<file path="config.mk">
export PLATFORM = sky130hd
export DESIGN_NAME = spi_dsp_access_segmenter
export DESIGN_NICKNAME = d
export VERILOG_FILES = /design/src/design/sdas_pkg.sv /design/src/design/spi_dsp_access_segmenter.sv
export SDC_FILE = /design/constraint.sdc
export NUM_CORES = 1
export LEC_CHECK = 0
export ABC_AREA = 1
export BUFFER_PORTS_ARGS = -buffer_cell sky130_fd_sc_hd__buf_2
export CORE_MARGIN = 3
export CORE_UTILIZATION = 62
export DETAILED_ROUTE_END_ITERATION = 10
export PLACE_DENSITY = 0.95
export SETUP_SLACK_MARGIN = 0.15
export SLEW_MARGIN = 20
export SYNTH_ARGS = -nofsm -noshare
export SYNTH_HDL_FRONTEND = slang
export SYNTH_SLANG_ARGS = --single-unit
</file>
<file path="constraint.sdc">
create_clock -name clk_i -period 5.01 [get_ports clk_i]
set_input_delay 1.002 -clock clk_i [delete_from_list [all_inputs] [get_ports clk_i]]
set_output_delay 1.002 -clock clk_i [all_outputs]
set_load 0.02 [all_outputs]
</file>
<file path="src/design/sdas_pkg.sv">
// Shared types and constants for the SPI DSP access segmenter.
// Holds the request and response structs, the command and status codes and the state enum.
// No dependencies.
`default_nettype none

package sdas_pkg;

  localparam int unsigned MaxBurst   = 240;
  localparam int unsigned MaxRequest = 4096;
  localparam int unsigned MaxResults = 24;

  localparam int unsigned AddrW  = 32;
  localparam int unsigned CountW = 13;
  localparam int unsigned LenW   = 8;
  localparam int unsigned IdxW   = $clog2(MaxResults);

  typedef enum logic [1:0] {
    StOk     = 2'd0,
    StReject = 2'd1,
    StEmpty  = 2'd2
  } status_e;

  typedef enum logic [2:0] {
    CmdRd16    = 3'd0,
    CmdWr16    = 3'd1,
    CmdRd32    = 3'd2,
    CmdWr32    = 3'd3,
    CmdRdBurst = 3'd4,
    CmdWrBurst = 3'd5
  } cmd_e;

  typedef enum logic {
    SdasIdle,
    SdasRun
  } sdas_state_e;

  typedef struct packed {
    logic              func;
    logic [AddrW-1:0]  start_addr;
    logic [CountW-1:0] byte_count;
  } sdas_req_t;

  typedef struct packed {
    logic [1:0]       status;
    logic [2:0]       cmd_code;
    logic [AddrW-1:0] seg_addr;
    logic [LenW-1:0]  seg_len;
    logic             last;
  } sdas_rsp_t;

endpackage

`default_nettype wire

</file>
<file path="src/design/spi_dsp_access_segmenter.sv">
// SPI DSP access segmenter: splits one memory access request into bus transactions.
// One sequencer drives a shared size/advance step each cycle unless stalled; depends on sdas_pkg.
//
// Usage:
//   Input channel (in_valid_i / in_ready_o / in_req_i) takes one access request:
//   read or write, start address and byte count. Output channel (out_valid_o /
//   out_ready_i / out_rsp_o) gives one response per bus transaction, the final
//   one of a request flagged by last. A rejected (misaligned or oversized) or
//   empty request gives exactly one response with the matching status.
// Order and throughput:
//   The first response goes into the output register after the request is
//   loaded into the working registers. One response is produced per cycle
//   after that while the receiver takes them; a request gives at most 24
//   responses. The rate is set by the single size/advance step that all
//   transactions of a request go through, one per cycle.
// Stalls:
//   A response holds in the output register while out_ready_i is low; the
//   sequencer freezes until it is taken. A new request is taken only once the
//   final response of the previous one is in the output register.
// Reset:
//   rst_ni (async, active low) returns the sequencer to idle and drops out_valid_o.
`default_nettype none

module spi_dsp_access_segmenter (
  input  wire                      clk_i,
  input  wire                      rst_ni,
  input  wire                      in_valid_i,
  output logic                     in_ready_o,
  input  wire sdas_pkg::sdas_req_t in_req_i,
  output logic                     out_valid_o,
  input  wire                      out_ready_i,
  output sdas_pkg::sdas_rsp_t      out_rsp_o
);

  // Sequencer state
  sdas_pkg::sdas_state_e state_q, state_d;

  // Working registers of the current request
  logic                          rd_q;
  sdas_pkg::status_e             kind_q;
  logic [sdas_pkg::AddrW-1:0]    addr_q;
  logic [sdas_pkg::CountW-1:0]   remain_q;
  logic [sdas_pkg::IdxW-1:0]     idx_q;

  // Output register
  logic                          out_valid_q;
  sdas_pkg::sdas_rsp_t           out_q;

  logic                          in_fire;
  logic                          step_en;
  logic                          req_reject;
  logic                          req_empty;
  logic [sdas_pkg::CountW-1:0]   req_total;

  // Shared step unit signals
  sdas_pkg::cmd_e                rd_code;
  logic [sdas_pkg::LenW-1:0]     seg_len;
  logic [sdas_pkg::CountW-1:0]   burst_len;
  logic                          seg_last;
  sdas_pkg::sdas_rsp_t           seg_rsp;
  logic [2:0]                    align;

  assign in_fire = in_valid_i && in_ready_o;

  // Classify the incoming request; pad an odd write count by one byte.
  assign req_reject = in_req_i.start_addr[0]
                    || (in_req_i.func && in_req_i.byte_count[0])
                    || (in_req_i.byte_count > sdas_pkg::CountW'(sdas_pkg::MaxRequest));
  assign req_empty  = (in_req_i.byte_count == '0);
  assign req_total  = in_req_i.byte_count
                    + {{(sdas_pkg::CountW-1){1'b0}}, in_req_i.byte_count[0]};

  // Size pick for the transaction at addr_q with remain_q bytes left.
  assign align     = addr_q[2:0];
  assign burst_len = {remain_q[sdas_pkg::CountW-1:3], 3'b000};

  always_comb begin
    if (align == 3'd2 || align == 3'd6 || remain_q == sdas_pkg::CountW'(2)) begin
      rd_code = sdas_pkg::CmdRd16;
      seg_len = sdas_pkg::LenW'(2);
    end else if (align == 3'd4 || remain_q <= sdas_pkg::CountW'(6)) begin
      rd_code = sdas_pkg::CmdRd32;
      seg_len = sdas_pkg::LenW'(4);
    end else begin
      rd_code = sdas_pkg::CmdRdBurst;
      if (burst_len < sdas_pkg::CountW'(sdas_pkg::MaxBurst)) begin
        seg_len = burst_len[sdas_pkg::LenW-1:0];
      end else begin
        seg_len = sdas_pkg::LenW'(sdas_pkg::MaxBurst);
      end
    end
  end

  // Build the response for this step. Rejected and empty requests end at once;
  // a transaction ends the request when it covers what is left, or at the
  // response limit.
  always_comb begin
    seg_rsp = '0;
    seg_rsp.seg_addr = addr_q;
    if (kind_q != sdas_pkg::StOk) begin
      seg_rsp.status   = kind_q;
      seg_rsp.cmd_code = sdas_pkg::CmdRd16;
      seg_rsp.seg_len  = '0;
      seg_rsp.last     = 1'b1;
    end else begin
      seg_rsp.status   = sdas_pkg::StOk;
      seg_rsp.cmd_code = rd_q ? rd_code : (rd_code + 3'd1);
      seg_rsp.seg_len  = seg_len;
      seg_rsp.last     = seg_last;
    end
  end

  assign seg_last = (sdas_pkg::CountW'(seg_len) >= remain_q)
                 || (idx_q == sdas_pkg::IdxW'(sdas_pkg::MaxResults - 1));

  // Next state
  always_comb begin
    state_d = state_q;
    unique case (state_q)
      sdas_pkg::SdasIdle: begin
        if (in_valid_i) state_d = sdas_pkg::SdasRun;
      end
      sdas_pkg::SdasRun: begin
        if (step_en && seg_rsp.last) state_d = sdas_pkg::SdasIdle;
      end
      default: state_d = sdas_pkg::SdasIdle;
    endcase
  end

  // Sequencer outputs
  always_comb begin
    in_ready_o = 1'b0;
    step_en    = 1'b0;
    unique case (state_q)
      sdas_pkg::SdasIdle: in_ready_o = 1'b1;
      sdas_pkg::SdasRun:  step_en    = !out_valid_q || out_ready_i;
      default: begin
        in_ready_o = 1'b0;
        step_en    = 1'b0;
      end
    endcase
  end

  always_ff @(posedge clk_i or negedge rst_ni) begin
    if (!rst_ni) begin
      state_q     <= sdas_pkg::SdasIdle;
      out_valid_q <= 1'b0;
    end else begin
      state_q <= state_d;
      if (step_en) begin
        out_valid_q <= 1'b1;
      end else if (out_ready_i) begin
        out_valid_q <= 1'b0;
      end
    end
  end

  // Working registers: load on accept, advance on each step.
  always_ff @(posedge clk_i) begin
    if (in_fire) begin
      rd_q     <= in_req_i.func;
      addr_q   <= in_req_i.start_addr;
      remain_q <= req_total;
      idx_q    <= '0;
      if (req_reject) begin
        kind_q <= sdas_pkg::StReject;
      end else if (req_empty) begin
        kind_q <= sdas_pkg::StEmpty;
      end else begin
        kind_q <= sdas_pkg::StOk;
      end
    end else if (step_en) begin
      addr_q   <= addr_q + sdas_pkg::AddrW'(seg_len);
      remain_q <= remain_q - sdas_pkg::CountW'(seg_len);
      idx_q    <= idx_q + sdas_pkg::IdxW'(1);
    end
    if (step_en) begin
      out_q <= seg_rsp;
    end
  end

  assign out_valid_o = out_valid_q;
  assign out_rsp_o   = out_q;

endmodule

`default_nettype wire

</file>
==> results of run 1 <==
==> worst paths after layout <==
path | from | to | slack, ns | cells past startpoint
setup / recovery | remain_q[10]$_DFFE_PP_ | addr_q[31]$_DFFE_PP_ | 2.02 | 21
hold reg to reg | kind_q[1]$_SDFFCE_PP0P_ | out_rsp_o[45]$_SDFFCE_PN0P_ | 0.46 | 0
setup reg to reg | remain_q[10]$_DFFE_PP_ | addr_q[31]$_DFFE_PP_ | 2.02 | 21
max in group asynchronous | rst_ni | out_valid_o$_DFFE_PN0P_ | 4.52 | 1
hold / removal | rst_ni | state_q$_DFF_PN0_ | 0.40 | 1
min in group clk_i | kind_q[1]$_SDFFCE_PP0P_ | out_rsp_o[45]$_SDFFCE_PN0P_ | 0.46 | 0
==> routing by layer <==
| layer | vias up | global-route usage [%] | wire [µm] |
|---|---|---|---|
| met3 | 24 | 2.93 | 1010 |
| li1 | 2539 | - | - |
| met2 | 219 | 37.9 | 5680 |
| met1 | 2257 | 36.9 | 5900 |
| met5 | - | 0 | 0 |
| met4 | 0 | 8.74 | 250 |
==> synth_stat cells, drive strengths merged (5+ instances only) <==
library cell and n:
inv 93, xnor2 6, edfxtp 92, a21oi 18, nor2 80, nand4 12
nand3 71, buf 10, o21ai 19, nand2 247, dfxtp 5, ha 17
nor3 11
==> layout make-up <==
class / instances / area, µm² / share of cell area, %
sequential: 99 / 2910 / 43.7
clock buffer: 9 / 124 / 1.86
clock inverter: 6 / 43.8 / 0.657
inverter: 93 / 352 / 5.27
multi-input combinational: 512 / 2580 / 38.7
timing repair buffer: 98 / 495 / 7.43
tap: 129 / 161 / 2.42
==> cells by family after synthesis <==
family,count (synthesis)
other,1
buffers and inverters,106
xor gates and xnor gates,10
AOI/OAI and AO/OA,47
adders and majority gates,19
DFF,99
and+or+nand+nor,435
==> worst max-delay path, cell delays in order, from the launching register on <==
cell	delay [ns]
edfxtp_1	0.45
nor2_2	0.16
inv_2	0.06
nor2_4	0.14
nand2_4	0.09
inv_4	0.07
nand4_2	0.07
nand2_2	0.13
inv_2	0.08
nand2_1	0.09
inv_1	0.10
fa_1	0.48
nand2_1	0.13
nand2_1	0.11
nand3_1	0.08
nand2_1	0.12
nand2_2	0.10
nand2_2	0.06
nand2_1	0.05
nand2_1	0.04
nand3_1	0.06
nand2_1	0.05
==> power breakdown <==
group / internal (mW) / switching (mW) / leakage (nW)
registers: 1.50 / 0.289 / 0.959
logic: 0.718 / 1.53 / 2.05
clock network: 0.179 / 0.275 / 0.0850
total: 2.39 / 2.09 / 3.10
==> per-stage QoR <==
step | hold slack (ns) | std cells | util [%]
global placement | 0.430 | 931 | 70.3
CTS | 0.398 | 946 | 72.2
detailed placement | 0.442 | 931 | 70.3
floorplan | 0.433 | 717 | -
finish | 0.402 | 946 | 72.2
global route | 0.398 | 946 | 72.2
==> registers in the layout, indices dropped and copies added (netlist names) <==
| signal | cells |
|---|---|
| rd_q | 1 |
| remain_q | 12 |
| kind_q | 2 |
| out_rsp_o | 45 |
| state_q | 1 |
| addr_q | 32 |
| out_valid_o | 1 |
| idx_q | 5 |
==> results_dict.tcl, run 1 <==
set metrics [dict create \
    cts_resized 0 \
    cts_tree "built" \
    die_x_um 104 \
    yosysSeqAreaShare_pct 49.2 \
    mostFrequentLayoutCell "nand2_1" \
    period_minus_slack_ns 2.99 \
    area_growth_pct 12.7 \
    fin_skew_ns 0.0116 \
    synth_compound_area_share_pct 4.55 \
    drv_slew 0 \
    synthSimpleGateAreaFrac_pct 33.2 \
    grt_pass1_wl_um 21600 \
    clock_latency_ns 0.36 \
    ys_ff_latch 99 \
    synth_xor_area_share_pct 1.48 \
    synth_mux_area_share_pct 0 \
    dr_total_vias 5039 \
    syn_avg_cell_area_um2 8.25 \
    yosys-top-cells-area "edfxtp_1 (47%), nand2_1 (15%), nand3_1 (5.8%)" \
    core_um2 9240 \
    synth_top_family_by_area "simple AND/OR/NAND/NOR gates" \
    die_area_um2 10700 \
    cts.path.max_buffers 2 \
    pre_cts_slack_ns 2.08 \
    clkSinkCount 99 \
    drive_above_1_share_pct 20.0 \
    wl_per_cell_um 13.6 \
    grt.overflow.total 0 \
    syn_area_um2 5910 \
    ys_types 43 \
    cts_setup_buffers 0 \
    root_buffer "clkbuf_8" \
    layout_setup_ws_ns 2.02 \
    crit_type "reg2reg" \
    viasPerCell 5.33 \
    peakVddDrop_mv 0.667 \
    relSlewSlack_pct 36.0 \
    end_kind "flop" \
    status "completed" \
    die_h_um 104 \
    yosys.area_share.adder_pct 4.27 \
    cts.clk_slew.worst_paths_ns 0.09 \
    routed_wl_um 12800 \
    gp_congestion 0.946 \
    fillers 681 \
    cts_max_level 3 \
    critical_path_required_ns 5.13 \
    synth_top_area_share_pct 46.7 \
    setup_viol 0 \
    power_mw 4.48 \
    syn-num-nets 786 \
    start_util_pct 64.0 \
    nets 882 \
    synth_ff_type "edfxtp_1" \
    dpl_cell_area_um2 6500 \
    arrival_ns 3.11 \
    synth_edf_count 92 \
    clock.fmax_mhz 335 \
    cts_made_buffers 9 \
    grt_usage_pct 24.8 \
    path_max_fanout 4 \
    first_pass_iters 5 \
    hold_path_class "in2async" \
    start_kind "flop" \
    grt_max_degree 56 \
    yosysTopAreaCell "edfxtp_1" \
    ctsHoldBuffers 0 \
    rsz0062_at_grt "false" \
    synth_cells 717 \
    tightest_slew_ns 0.960 \
    first_iter_violations 397 \
    tns_ns 0 \
    powerDensity_nw_per_um2 672 \
    final_cell_mix "nand2_1 (231), buf_2 (96), edfxtp_1 (92)" \
    hold_viol 0 \
    cap_violations 0 \
    antenna_found_initial 0 \
    synthArstFlopShare_pct 2.02 \
    rows 35 \
    drc 0 \
    leakage_nw 3.10 \
    design_area_um2 6670 \
    port_buffers 96 \
    detail-route-antenna-nets 0 \
    dpl.hpwl_um 9850 \
    yosysWarnings 0 \
    grt_pass1_vias 4656 \
    period_share_pct 59.6 \
    ios 98 \
    antenna_cells 0 \
]
(Power assumes the default switching activity.)
==> inputs of run 2 (changes only) <==
--- a/config.mk
+++ b/config.mk
@@ -8,9 +8,9 @@
 export ABC_AREA = 1
 export BUFFER_PORTS_ARGS = -buffer_cell sky130_fd_sc_hd__buf_2
 export CORE_MARGIN = 3
-export CORE_UTILIZATION = 62
+export CORE_UTILIZATION = 52
 export DETAILED_ROUTE_END_ITERATION = 10
-export PLACE_DENSITY = 0.95
+export PLACE_DENSITY = 0.86
 export SETUP_SLACK_MARGIN = 0.15
 export SLEW_MARGIN = 20
 export SYNTH_ARGS = -nofsm -noshare
==> constraint.sdc (replaced) <==
create_clock -name clk_i -period 2.6 [get_ports clk_i]
set_input_delay 0.52 -clock clk_i [delete_from_list [all_inputs] [get_ports clk_i]]
set_output_delay 0.52 -clock clk_i [all_outputs]
set_load 0.02 [all_outputs]
==> results_dict.tcl, run 2 (synthesis gave the netlist of run 1 again) <==
set metrics [dict create \
    slowest_stage "edfxtp_1" \
    port_buffers 96 \
    antenna_cells 0 \
    r2r-start "remain_q[4]$_DFFE_PP_" \
    grt_max_degree 48 \
    die_area_um2 12700 \
    grt_pass1_wl_um 24500 \
    clock.fmax_mhz 356 \
    grt.overflow.total 0 \
    nets 937 \
    pre_cts_slack_ns -0.0836 \
    p_int_mw 6.29 \
    fin_skew_ns 0.00897 \
    clkSinkCount 99 \
    cts_made_buffers 9 \
    switching_share_pct 46.7 \
    viasPerCell 5.84 \
    gp_congestion 0.933 \
    rsz0062_at_grt "true" \
    p_clk_share_pct 10.2 \
    cap_violations 0 \
    reg2regPathDepth 16 \
    hold_start "in_req_i[45]" \
    path_max_fanout 5 \
    clock_latency_ns 0.35 \
    dpl.hpwl_um 10300 \
    hold-path-cell-count 1 \
    hold_path_class "in2reg" \
    min_to "rd_q$_DFFE_PP_" \
    cts.path.max_buffers 2 \
    ios 98 \
    seq_power_share_pct 29.7 \
    first_pass_iters 6 \
    ff2ff_setup_slack_ns -0.21 \
    core_um2 11000 \
    drv_slew 0 \
    start_kind "flop" \
    peakVddDrop_mv 1.01 \
    drive_above_1_share_pct 36.1 \
    end_kind "flop" \
    p_switching_mw 5.51 \
    antenna_found_initial 0 \
    setup_viol 37 \
    drc 0 \
    worstSetupStartpoint "remain_q[4]$_DFFE_PP_" \
    routed_wl_um 17800 \
    mostFrequentLayoutCell "nand2_1" \
    crit_top_cell "nand2_1" \
    largest_reg_flops 45 \
    hold_viol 0 \
    power_frac_comb_pct 60.1 \
    start_util_pct 53.9 \
    final_cell_mix "nand2_1 (199), buf_2 (96), edfxtp_1 (92)" \
    detail-route-antenna-nets 0 \
    leakage_nw 3.50 \
    wl_per_cell_um 17.5 \
    cpPeakStageDelay_ns 0.50 \
    grt_pass1_vias 5132 \
    period_share_pct 108 \
    period_minus_slack_ns 2.81 \
    area_growth_pct 32.8 \
    status "finished, violations left" \
    cts_max_level 3 \
    die_h_um 113 \
    cts_tree "built" \
    crit_type "reg2reg" \
    arrival_ns 2.91 \
    grt_usage_pct 24.1 \
    dr_total_vias 5914 \
    powerDensity_nw_per_um2 1500 \
    violations "negative setup slack" \
    crit_chain "nor2_1 -> nand4_4 -> nand2_4 -> nor2_4 -> nand2_2 -> inv_2 -> ha_4 -> nand2_1 -> nor2_1 -> nand3_1 -> nand3_2 -> nand2_1 -> nand2_1 -> nand2_1 -> nand2_1 -> nand2_1" \
    first_iter_violations 754 \
    cts.clk_slew.worst_paths_ns 0.07 \
    critical_path_required_ns 2.70 \
    rows 38 \
    root_buffer "clkbuf_16" \
    power_mw 11.8 \
    r2r-end "addr_q[27]$_DFFE_PP_" \
    die_x_um 113 \
    layout_setup_ws_ns -0.208 \
]
## run 2: cell types whose count changed in the layout (fill, tap and decap cells not counted), sizes merged
cell         previous run  this run
dlygate4sd3             0         1
buf                    98       152
clkinv                  5         4
clkbuf                  9        10
clkinvlp                1         2
## run 2: worst max-delay path: cells and delay by family (launching register included)
family | cells | cell delay, ns
flip-flops | 1 | 0.50
AND/OR/NAND/NOR | 14 | 1.67
adder cells (fa/ha/maj) | 1 | 0.29
buffers and inverters | 1 | 0.06
## run 2: repair_timing
action / in CTS / in global routing
pin swaps: 35 / 38
endpoints found under the hold margin: 2 / 0
endpoints found under the setup margin: 38 / 40
resized for setup: 83 / 64
hold buffers: 1 / 0
buffers inserted: 18 / 11
## run 2: power by group through the flow
stage	Combinational, mW	Clock [mW]	Sequential, mW
after floorplan	3.00	0	3.71
after global placement	4.68	0	3.43
after detailed placement	4.81	0	3.46
after CTS	5.73	1.21	3.45
after global routing	7.55	1.28	3.58
final	7.09	1.20	3.51
## run 2: cell type report
type                            instances  area, µm²
Timing Repair Buffer                  153        978
Tap cell                              140        175
Inverter                               93        359
Clock buffer                           10        229
Fill cell                             726       3130
Multi-Input combinational cell        512       3170
Sequential cell                        99       2910
Clock inverter                          6       32.5
## run 2: worst max path at each step
stage | slack [ns] | end | cells after the start
5_1_grt | -0.32 | addr_q[28]$_DFFE_PP_ | 20
6_report | -0.21 | addr_q[27]$_DFFE_PP_ | 16
2_1_floorplan | 0.15 | addr_q[20]$_DFFE_PP_ | 20
3_3_place_gp | -0.002 | addr_q[21]$_DFFE_PP_ | 19
3_5_place_dp | -0.08 | addr_q[17]$_DFFE_PP_ | 18
4_1_cts | 0.03 | addr_q[31]$_DFFE_PP_ | 20
## run 2: routing by layer
layer	track usage, %	up-vias	share of wire [%]
li1	-	2662	-
met1	32.5	2691	37
met2	38.9	433	47
met3	4.42	128	10
met4	9.21	0	5.9
met5	0	-	0
## run 2: per-stage QoR
stage	util [%]	hold WS [ns]	setup TNS, ns	instances	instance area, µm²
2_1_floorplan	-	0.224	0	717	5980
3_3_place_gp	62.0	0.306	-0.00179	967	6800
3_5_place_dp	62.0	0.307	-0.975	967	6800
4_1_cts	68.4	0.356	0	1002	7510
5_1_grt	71.5	0.360	-9.47	1013	7860
6_report	71.5	0.365	-4.55	1013	7860
==> inputs of run 3 (changes only) <==
--- a/config.mk
+++ b/config.mk
@@ -7,6 +7,7 @@
 export LEC_CHECK = 0
 export ABC_AREA = 1
 export BUFFER_PORTS_ARGS = -buffer_cell sky130_fd_sc_hd__buf_2
+export CORE_ASPECT_RATIO = 1.2
 export CORE_MARGIN = 3
 export CORE_UTILIZATION = 52
 export DETAILED_ROUTE_END_ITERATION = 10
==> results_dict.tcl, run 3 (synthesis gave the netlist of run 1 again) <==
set metrics [dict create \
    antenna_cells 0 \
    rsz0062_at_grt "true" \
    drc 0 \
    dpl_cell_area_um2 6770 \
    peakVddDrop_mv 0.777 \
    cts.path.max_buffers 2 \
    end_kind "flop" \
    hold_start "in_req_i[45]" \
    grt_max_degree 41 \
    nets 940 \
    routed_wl_um 18500 \
    die_h_um 123 \
    r2r-start "remain_q[9]$_DFFE_PP_" \
    grt_pass1_vias 5370 \
    critical_path_required_ns 2.72 \
    powerDensity_nw_per_um2 1520 \
    wl_per_cell_um 17.9 \
    port_buffers 96 \
    arrival_ns 2.99 \
    grt_usage_pct 25.6 \
    detail-route-antenna-nets 0 \
    place_inst 974 \
    grt_pass1_wl_um 24900 \
    crit_type "reg2reg" \
    root_buffer "clkbuf_16" \
    die_area_um2 12700 \
    final_cell_mix "nand2_1 (194), buf_2 (96), edfxtp_1 (92)" \
    cts_max_level 3 \
    first_pass_iters 6 \
    period_minus_slack_ns 2.87 \
    core_um2 11100 \
    cap_violations 0 \
    period_share_pct 111 \
    cts_made_buffers 9 \
    viasPerCell 5.67 \
    design_area_um2 8030 \
    mostFrequentLayoutCell "nand2_1" \
    gp_congestion 0.947 \
    clock.fmax_mhz 348 \
    ios 98 \
    setup_viol 38 \
    drive_above_1_share_pct 38.8 \
    start_util_pct 53.3 \
    relSlewSlack_pct 65.2 \
    clock_latency_ns 0.36 \
    antenna_found_initial 0 \
    worstSetupStartpoint "remain_q[9]$_DFFE_PP_" \
    status "finished, violations left" \
    cts.clk_slew.worst_paths_ns 0.07 \
    rows 42 \
    hold_path_class "in2reg" \
    tightest_slew_ns 0.522 \
    dpl.hpwl_um 10300 \
    hold_viol 0 \
    leakage_nw 3.55 \
    die_x_um 103 \
    start_kind "flop" \
    fin_skew_ns 0.0103 \
    clkSinkCount 99 \
    dr_total_vias 5845 \
    cts_tree "built" \
    path_max_fanout 5 \
    drv_slew 0 \
    violations "negative setup slack" \
    grt.overflow.total 0 \
    final_cell_count_no_fill 1030 \
    area_growth_pct 35.8 \
    first_iter_violations 580 \
    largest_reg_flops 45 \
    layout_setup_ws_ns -0.275 \
    fillers 738 \
]
[run 3: cell count changes in the layout (fill, tap and decap cells not counted), sizes merged]
cell and delta:
clkinv -1, clkbuf -1, buf +3, bufinv +1, inv +3, clkinvlp -2
[run 3: layout make-up]
cell class	instances	area (µm²)	share of cell area (%)
Inverter	93	362	4.50
Clock inverter	7	72.6	0.904
Multi-Input combinational cell	512	3280	40.8
Clock buffer	9	225	2.80
Timing Repair Buffer	156	990	12.3
Sequential cell	99	2910	36.3
Tap cell	154	193	2.40
[run 3: metrics by stage]
step / hold WS, ns / power, mW / TNS (ns) / setup WS (ns) / utilization, %
final: 0.351 / 12.2 / -6.56 / -0.275 / 72.4
after global routing: 0.350 / 12.8 / -11.22 / -0.409 / 72.4
after CTS: 0.366 / 10.6 / 0 / 0.0328 / 68.8
after detailed placement: 0.310 / 8.13 / -0.120 / -0.0404 / 61.1
after global placement: 0.307 / 8.00 / 0 / 0.0495 / 61.1
after floorplan: 0.224 / 6.71 / 0 / 0.145 / -
[run 3: metal layers]
layer / track usage (%) / part of all wire [%] / vias to the layer above
met5: 0 / 0 / -
met4: 14.3 / 6.7 / 0
met1: 29.5 / 34 / 2642
met2: 43.9 / 50 / 416
met3: 4.60 / 8.6 / 124
li1: - / - / 2663
[run 3: power by group]
part / internal [mW] / switching, mW / total, mW
logic: 2.78 / 4.47 / 7.25
clock network: 0.752 / 0.613 / 1.36
registers: 2.88 / 0.686 / 3.57
[run 3: path summary, 6_finish.rpt]
kind,slack [ns],to,cells past startpoint
max,-0.27,addr_q[29]$_DFFE_PP_,20
min,0.35,rd_q$_DFFE_PP_,1
max in group asynchronous,2.03,state_q$_DFF_PN0_,2
min reg2reg,0.45,out_rsp_o[44]$_SDFFCE_PN0P_,0
min in group asynchronous,0.47,out_valid_o$_DFFE_PN0P_,2
max reg2reg,-0.27,addr_q[29]$_DFFE_PP_,20
[run 3: timing repair]
action	4_1_cts	5_1_grt
hold endpoints to repair	2	0
endpoints found under the setup margin	35	40
setup buffers	24	15
resized for setup	93	82
hold buffers	1	0
pin swaps	40	56
[run 3: worst max-delay path, stage by stage (launching register included)]
cell and delay (ns):
edfxtp_1 0.42, nor2_2 0.17, inv_2 0.07, nor2_4 0.14, nand2_4 0.08, inv_6 0.09, nand4_4 0.12, nand2_4 0.16
nor2_4 0.06, nand2_2 0.08, inv_2 0.07, ha_4 0.34, nand2_4 0.10, nor2_4 0.12, nand3_4 0.11, nand2_4 0.12
nand3_1 0.09, nand2_1 0.09, nand2_1 0.08, nand2_1 0.06, nand2_1 0.06
